File: src/hdl/hpe_coeff_mem.sv
module hpe_coeff_mem #(
  parameter int DEPTH = 64,
  parameter int WIDTH = 32
) (
  input  logic                     clk,
  input  logic                     wr_en,
  input  logic [$clog2(DEPTH)-1:0] wr_addr,
  input  logic [WIDTH-1:0]         wr_data,
  input  logic                     rd_en,
  input  logic [$clog2(DEPTH)-1:0] rd_addr,
  output logic [WIDTH-1:0]         rd_data
);

  logic [WIDTH-1:0] mem [DEPTH];

  always_ff @(posedge clk) begin
    if (wr_en) begin
      mem[wr_addr] <= wr_data;
    end
    if (rd_en) begin
      rd_data <= mem[rd_addr];
    end
  end

endmodule

File: config.mk
export PLATFORM = sky130hd
export DESIGN_NAME = hpe_coeff_mem
export DESIGN_NICKNAME = d
export VERILOG_FILES = /design/src/hdl/hpe_coeff_mem.sv
export SDC_FILE = /design/constraint.sdc
export NUM_CORES = 2
export LEC_CHECK = 0
export ABC_AREA = 1
export BUFFER_PORTS_ARGS = -buffer_cell sky130_fd_sc_hd__buf_4
export CORE_ASPECT_RATIO = 0.9
export CORE_MARGIN = 4
export CORE_UTILIZATION = 50
export DETAILED_ROUTE_END_ITERATION = 16
export PLACE_DENSITY = 0.68
export SLEW_MARGIN = 20
export SYNTH_ARGS = -nofsm -noshare
export SYNTH_HDL_FRONTEND = slang
export SYNTH_SLANG_ARGS = --single-unit
File: constraint.sdc
create_clock -name clk -period 12.5 [get_ports clk]
set_input_delay 1.875 -clock clk [delete_from_list [all_inputs] [get_ports clk]]
set_output_delay 1.875 -clock clk [all_outputs]
set_load 0.05 [all_outputs]
==> results.md <==
* Final period util at 41.7%
* Tot GR Track Use at 26.7%
* Final wirelength at 234,000 µm
* Postcts setup bufs at 0
* Unrepaired setup endpoints after global routing: false
* H-tree depth at 4
* Post-Layout Cell Count at 9,106
* Core area at 165,000 µm²
* Drt first pass iters at 6
* Ports at 79
* Synth Area in Simple Gates at 22.0%
* Synthesized instance count at 6,769
* Final setup viols at 0
* VDD IR-drop max at 0.142 mV
* Critical path class: in2reg
* CTS Root Cell: clkbuf_16
* CTS Sinks at 2,080
* Slew Limit Headroom at 26.5%
* CTS tree: built
* Antenna Violating Nets Remaining at 0
* Post-synthesis mux area share at 0%
* Max clock buf depth at 3
* Post-CTS resize count at 0
* Yosys Warn Count at 0
* Crit Path Max Fanout at 185
* Tightest Pin Transition at 1.10 ns
* CTS clk-pin slew, worst paths at 0.06 ns
* Worst setup SP type: input pin
* Vias in the first global route at 51,800
* Share of cells above drive strength 1 at 7.51%
* Arrival time worst endpoint at 5.89 ns
* Adder-cell share of the synthesized area at 0%
* Seq/Total Area, Yosys at 75.2%
* Vias at 54,300
* DIE WIDTH at 438 µm
* Final WS setup at 7.29 ns
* Synth-to-Final Area Change at 10.6%
* Post-synth top area cell: edfxtp_1
* Synthesized area at 83,100 µm²
* Port bufs at 78
* Worst hold path type: reg2reg
* Final Hold Viols at 0
* XOR/XNOR Fraction of Synth Area at 0%
* Placed instance count at 8,729
* Synth area leaders: edfxtp_1, nand3_1, nand2_1
* Initial Util at 50.5%
* Nets@finish at 6,766
* Global route total overflow at 0
* FP Rows at 141
* Crit path largest cell delay at 0.85 ns
* Seq cells post-synth at 2,080
* Num CTS Buffers at 204
* Crit-path cells: buf_8 -> buf_12 -> buf_4 -> buf_4 -> nand2_1 -> nand3_1 -> nand3_1 -> nand2_1 -> nand2_1 -> nand3_1 -> nand3_1 -> nand2_1
* Setup_tns at 0 ns
* Final Util at 55.8%
* Main combinational cell family by area after synthesis: simple AND/OR/NAND/NOR gates
* Clock skew at 0.0449 ns
* CP Capture Type: register
* DP HPWL at 117,000 µm
* Compound-Gate Fraction of Synth Area at 0%
* Antenna violations before repair at 12
* Final slew viol count at 0
* Run status: completed
* Syn_nets at 6,816
* Post-Place Worst Slack at 6.53 ns
* Pwr Density at 157 nW/µm²
* Mean Syn Cell Area at 12.3 µm²
* CTS Hold Bufs at 0
* Maxcap violations at 0
* FMAX at 0.192 GHz
* Clk Latency, worst-skew pair at 0.83 ns
* First-pass GRT wire length at 342,000 µm
* R2R Setup Slk at 10.56 ns
* Area share of the largest cell type after synthesis at 75.2%
* Drc violations at 0
* Min cycle time layout at 5.21 ns
* WL/cell at 25.6 µm
* Routability Congestion at 0.828
* Vias per inst at 5.96
* Yosys cell types at 15
* WP data required at 13.18 ns
* Slowest CP cell: buf_4
* 1st-iter DRT viols at 7,762
* Largest net degree at the start of global routing at 239
* Die footprint at 173,000 µm²
* Vert. Die Dim at 395 µm
* Leak Pwr at 32.0 nW
## cells in the final DEF, fill, tap and decap left out, types with 8 or more instances in the layout
cell type	netlist	final
clkinv_2	0	27
clkinv_1	0	63
nand4_1	9	9
nand3_1	1907	1907
edfxtp_1	2080	2080
buf_12	0	8
clkbuf_1	77	52
nor2_4	0	56
buf_4	45	181
bufinv_16	0	8
nand2_1	2248	2248
nor4_2	0	8
clkbuf_16	0	207
## state kept, by name, indices dropped and copies added (netlist names)
| register | count |
|---|---|
| mem | 2048 |
| rd_data | 32 |
## kinds of logic after synthesis
kind of cell,count (synthesis)
buffers and inverters,461
flip-flops,2080
AND/OR/NAND/NOR,4228
## final timing paths
kind / cells after the start / startpoint / endpoint
setup / recovery: 12 / rd_addr[0] / rd_data[13]$_DFFE_PP_
hold / removal: 8 / mem[48][6]$_DFFE_PP_ / rd_data[6]$_DFFE_PP_
setup reg to reg: 8 / mem[15][8]$_DFFE_PP_ / rd_data[8]$_DFFE_PP_
hold reg to reg: 8 / mem[48][6]$_DFFE_PP_ / rd_data[6]$_DFFE_PP_
## area by class of cell
type | instances | area (µm²)
diodes | 7 | 17.5
clock buffers | 259 | 5380
clock inverters | 111 | 836
fillers | 13100 | 72700
inverters | 12 | 81.3
multi-input cells | 4228 | 18800
flip-flops and latches | 2080 | 62500
well taps | 2216 | 2770
repair buffers | 193 | 1580
## Yosys cell counts
cell type	number
edfxtp_1	2080
inv_1	9
inv_4	1
nand3_1	1907
buf_4	45
buf_8	2
nand2_1	2248
nor4_1	8
nand4_1	9
inv_2	2
buf_2	282
buf_1	40
nor2_1	56
buf_6	3
clkbuf_1	77
## stage by stage
step | power (mW) | hold slack [ns] | cell area [µm²]
global route | 14.8 | 0.948 | 91900
global placement | 8.78 | 0.854 | 85700
finish | 14.4 | 0.873 | 91900
detailed placement | 8.80 | 0.868 | 85700
CTS | 14.5 | 0.871 | 91900
floorplan | 8.41 | 0.797 | 83100
## layer usage
metal  GRT usage, %  vias to the layer above  wire (µm)
met3           4.96                      510      24100
met5              0                        -         54
met4           13.2                        8      12100
li1               -                    24100          -
met1           37.0                    26600      91100
met2           41.0                     3113     106000
## worst max-delay path, delay by kind of cell
family / cells / cell delay [ns]
buffers and inverters: 4 / 2.65
AND/OR/NAND/NOR: 8 / 1.05
## power by group
part / total [mW] / internal, mW / switching (mW)
clock: 5.76 / 3.20 / 2.56
combinational: 0.894 / 0.200 / 0.694
sequential: 7.77 / 7.74 / 0.0317
Note: power is estimated with default switching activity, not from simulation.
