**src/hdl/hpe_pkg.sv**
```systemverilog
package hpe_pkg;

  localparam int ACC_W = 64;
  localparam int X_W   = 32;
  localparam int TC_W  = 7;

  localparam logic       OP_LOAD = 1'b0;
  localparam logic       OP_EVAL = 1'b1;

  localparam logic       REG_TERM_COUNT   = 1'b0;
  localparam logic [TC_W-1:0] TERM_COUNT_RESET = 7'd1;

  localparam logic [ACC_W-1:0] S64_MAX     = 64'h7FFF_FFFF_FFFF_FFFF;
  localparam logic [ACC_W-1:0] S64_MIN_MAG = 64'h8000_0000_0000_0000;

  typedef struct packed {
    logic               op;
    logic [5:0]         coeff_index;
    logic [31:0]        coeff_value;
    logic signed [31:0] x_value;
  } in_item_t;

  typedef struct packed {
    logic signed [63:0] poly_result;
    logic               overflow;
  } out_item_t;

  // one phase of a horner step per cycle
  typedef struct packed {
    logic start;
    logic mul_lo;
    logic mul_hi;
    logic sum;
    logic round;
    logic add;
  } step_ctrl_t;

endpackage

```
**src/hdl/hpe_step_unit.sv**
```systemverilog
module hpe_step_unit #(
  parameter int FRAC_BITS = 16,
  parameter int COEFF_W   = 32
) (
  input  logic                clk,
  input  hpe_pkg::step_ctrl_t ctrl,
  input  logic signed [31:0]  x_value,
  input  logic [COEFF_W-1:0]  coeff,
  output logic signed [63:0]  acc,
  output logic                ovf
);
  import hpe_pkg::*;

  localparam logic [95:0] REM_MASK   = (96'(1) << FRAC_BITS) - 96'(1);
  localparam logic [63:0] TERM_LIMIT = S64_MAX >> FRAC_BITS;

  logic [31:0] ux;
  logic        xneg;
  logic [63:0] ua;
  logic        neg;
  logic [63:0] prod_lo;
  logic [63:0] prod_hi;
  logic [95:0] wide;
  logic [63:0] prod;

  logic [63:0] acc_bits;
  logic        aneg;
  logic [63:0] ua_next;
  logic [31:0] mul_a;
  logic [63:0] mul_p;
  logic [95:0] wide_next;
  logic [95:0] quot;
  logic        rnd;
  logic [95:0] quot_inc;
  logic [63:0] prod_next;
  logic        psat;
  logic [63:0] coeff64;
  logic [63:0] term;
  logic        tsat;
  logic [64:0] sum65;
  logic        asat;
  logic [63:0] acc_next;

  always_comb begin
    acc_bits = acc;
    aneg     = acc_bits[63];
    ua_next  = aneg ? (64'd0 - acc_bits) : acc_bits;
    mul_a    = ctrl.mul_lo ? ua_next[31:0] : ua[63:32];
    mul_p    = 64'(mul_a) * 64'(ux);

    wide_next = {32'd0, prod_lo} + {prod_hi, 32'd0};

    // floor toward minus infinity on the magnitude form
    quot     = wide >> FRAC_BITS;
    rnd      = neg && ((wide & REM_MASK) != 96'd0);
    quot_inc = quot + 96'(rnd);
    psat     = 1'b0;
    if (!neg) begin
      if (quot_inc > {32'd0, S64_MAX}) begin
        prod_next = S64_MAX;
        psat      = 1'b1;
      end else begin
        prod_next = quot_inc[63:0];
      end
    end else begin
      if (quot_inc > {32'd0, S64_MIN_MAG}) begin
        prod_next = S64_MIN_MAG;
        psat      = 1'b1;
      end else begin
        prod_next = 64'd0 - quot_inc[63:0];
      end
    end

    coeff64 = 64'(coeff);
    if (coeff64 > TERM_LIMIT) begin
      term = S64_MAX;
      tsat = 1'b1;
    end else begin
      term = coeff64 << FRAC_BITS;
      tsat = 1'b0;
    end

    // term is never negative, so only the upper bound can be crossed
    sum65    = {prod[63], prod} + {1'b0, term};
    asat     = !sum65[64] && sum65[63];
    acc_next = asat ? S64_MAX : sum65[63:0];
  end

  always_ff @(posedge clk) begin
    if (ctrl.start) begin
      acc  <= '0;
      ovf  <= 1'b0;
      xneg <= x_value[31];
      ux   <= x_value[31] ? (32'd0 - x_value) : x_value;
    end
    if (ctrl.mul_lo) begin
      prod_lo <= mul_p;
      ua      <= ua_next;
      neg     <= aneg ^ xneg;
    end
    if (ctrl.mul_hi) begin
      prod_hi <= mul_p;
    end
    if (ctrl.sum) begin
      wide <= wide_next;
    end
    if (ctrl.round) begin
      prod <= prod_next;
      if (psat) begin
        ovf <= 1'b1;
      end
    end
    if (ctrl.add) begin
      acc <= acc_next;
      if (tsat || asat) begin
        ovf <= 1'b1;
      end
    end
  end

endmodule

```
**config.mk**
```make
export PLATFORM = sky130hd
export DESIGN_NAME = hpe_step_unit
export DESIGN_NICKNAME = d
export VERILOG_FILES = /design/src/hdl/hpe_pkg.sv /design/src/hdl/hpe_step_unit.sv
export SDC_FILE = /design/constraint.sdc
export NUM_CORES = 2
export LEC_CHECK = 0
export ABC_AREA = 0
export BUFFER_PORTS_ARGS = -buffer_cell sky130_fd_sc_hd__buf_2
export CAP_MARGIN = 10
export CELL_PAD_IN_SITES_DETAIL_PLACEMENT = 0
export CELL_PAD_IN_SITES_GLOBAL_PLACEMENT = 1
export CORE_ASPECT_RATIO = 1.4
export CORE_UTILIZATION = 40
export DETAILED_ROUTE_END_ITERATION = 8
export GPL_ROUTABILITY_DRIVEN = 0
export PLACE_DENSITY_LB_ADDON = 0.1
export SYNTH_ARGS = -nofsm -noshare
export SYNTH_HDL_FRONTEND = slang
export SYNTH_SLANG_ARGS = --single-unit
```
**constraint.sdc**
```tcl
create_clock -name clk -period 13.8 [get_ports clk]
set_input_delay 2.07 -clock clk [delete_from_list [all_inputs] [get_ports clk]]
set_output_delay 2.07 -clock clk [all_outputs]
set_load 0.05 [all_outputs]
```
==> qor.yml <==
status: "complete, no violations"
clock.fmax_mhz: 87.2
wl_microns: 196000
hold_viol: 0
start_util_pct: 40.4
yosysMostFrequentCell: "inv_1"
synthArstFlopShare_pct: 0
synthTopCellsByCount: "974 x inv_1, 898 x fa_1, 640 x nand2_1, 593 x and2_1, 418 x edfxtp_1"
syn-num-nets: 7349
clockBufferDepth: 3
clock_skew_ns: 0.0424
grt_overflow: 0
slowest_delay_ns: 0.82
die_area_sq_um: 148000
end_kind: "flop"
cts_tree: "built"
chipHeight_microns: 455
clk_latency_ns: 0.64
yosys_warnings: 0
synth_edf_count: 418
ctsHoldBuffers: 0
cts.sinks: 419
hp-class: "reg -> reg"
grt_pass1_vias: 46043
cap_violations: 0
drt_iter0_markers: 2508
ant_nets: 0
fillers: 14345
yosys_most_used_dff: "edfxtp_1"
routed_via_density: 5.40
cpMaxStageDelayCell: "o41ai_1"
fin_ws_ns: 2.34
worstMarginPinSlew_ns: 1.31
port_buffers: 135
synth_area_sq_um: 58600
yosysTopAreaCellShare_pct: 30.7
grt_usage_pct: 26.7
nets: 7310
ios: 136
hpwl_microns: 158000
antenna_found_initial: 11
coreArea_sq_um: 145000
synth_area_leaders: "fa_1 31%, edfxtp_1 21%, ha_1 7.1%, and2_1 6.3%, inv_1 6.2%"
synth_top_area_cell: "fa_1"
rows: 165
die_w_microns: 325
syn_area_per_cell_sq_um: 9.69
finalSetupViolations: 0
post-route-period-util_pct: 83.1
rsz0062_at_grt: "false"
wire_per_inst_microns: 24.6
ys_ff_latch: 419
synth.distinct_cells: 92
cts_resized: 0
grt_pass1_wl_microns: 293000
grt_max_degree: 70
drive_gt1_share_pct: 7.10
syn_inst: 6047
drc_errors: 0
max_slew_margin_pct: 11.9
tns_ns: 0
min_period_ns: 11.46
area_growth_pct: 7.38
clkTransAtPathRegs_ns: 0.07
cts-root-buf: "clkbuf_16"
crit_path_start_kind: "flop"
cp_data_arrival_time_ns: 11.80
crit_fanout: 19
vias: 43118
seq_area_frac_synth_pct: 21.5
cts_buffers: 44
first_pass_iters: 7
worstPathRequired_ns: 14.14
cp_common_cell: "fa_1"
post-cts-setup-buffer-count: 0
cts.htree.levels: 2
place_ws_ns: 1.70
crit_type: "reg -> reg"
slew_viol_final: 0
-- layout by cell type (no fill, tap or decap), drive strengths merged, types with 11 or more instances in the layout --
master  count
inv       979
fa        898
nand2     640
and2      594
edfxtp    418
ha        333
buf       227
xnor2     221
nor2      196
a21oi     178
xor2      133
nand3     109
o21ai     109
nor3       94
nand4      91
a21o       90
o21a       66
nor4       50
clkbuf     47
and3       41
o31ai      41
o22ai      31
nor2b      29
nand2b     28
and4       27
or4        26
a21boi     25
a31oi      25
o21bai     23
o211ai     22
clkinv     22
diode      21
or3        19
a211oi     17
o41ai      17
or2        15
mux2       13
mux2i      11
o31a       11
a41oi      11
-- flip-flops by register name, indices dropped and copies added (netlist names) --
name     count
ua          32
wide        96
ux          32
neg          1
prod        64
prod_lo     64
xneg         1
acc         64
prod_hi     64
ovf          1
-- logic make-up (layout without fill, tap and decap cells) --
group | count (synthesis) | after routing | share of synthesized area (%)
simple gates | 1992 | 1992 | 17.8
fa+ha+maj | 1231 | 1231 | 37.8
xor+xnor | 354 | 354 | 5.32
buf+inv | 1287 | 1283 | 8.37
other cells | 0 | 21 | 0
mux | 24 | 24 | 0.438
flops | 419 | 419 | 21.5
compound gates | 740 | 740 | 8.81
-- metal layers --
layer  share of wire, %  global-route usage (%)  vias to the layer above
met3                2.7                    1.67                      394
met1                 36                    28.7                    22200
li1                   -                       -                    19494
met4                7.6                    17.8                        0
met2                 53                    50.3                     1030
met5                  0                       0                        -
-- path summary, 6_finish.rpt --
| kind | start | end | slack [ns] | depth (start not counted) |
|---|---|---|---|---|
| worst max-delay path | acc[0] | prod_hi[58] | 2.34 | 35 |
| worst min-delay path | prod_lo[4] | wide[4] | 0.41 | 0 |
| worst min register to register | prod_lo[4] | wide[4] | 0.41 | 0 |
| worst max register to register | acc[0] | prod_hi[58] | 2.34 | 35 |
-- critical path, delay by kind of cell, from the launching register on --
| family | cells | cell delay [ns] |
|---|---|---|
| AOI/OAI and AO/OA | 10 | 3.39 |
| xor gates and xnor gates | 2 | 0.34 |
| adders and majority gates | 10 | 4.33 |
| buffers and inverters | 6 | 0.72 |
| DFF | 1 | 0.54 |
| and+or+nand+nor | 7 | 1.81 |
-- cell type report --
type	count	area, sq um	share of cell area, %
multi-input combinational	4341	41400	65.8
inverter	975	3660	5.82
sequential	419	12600	20.0
tap	1920	2400	3.82
timing repair buffer	227	1380	2.19
antenna	21	52.6	0.0835
clock buffer	47	1110	1.77
clock inverter	34	345	0.549
-- stage by stage --
| step | hold WS (ns) | std cells | cell area, sq um | utilization (%) |
|---|---|---|---|---|
| floorplan | 0.400 | 6047 | 58600 | - |
| global placement | 0.404 | 7882 | 61400 | 42.4 |
| detailed placement | 0.405 | 7882 | 61400 | 42.4 |
| global route | 0.417 | 7982 | 62900 | 43.4 |
| finish | 0.411 | 7984 | 62900 | 43.4 |
| CTS | 0.411 | 7963 | 62900 | 43.4 |
Power is not shown: default switching activity piles up to over one toggle a cycle in this logic, so the estimate is an artifact.
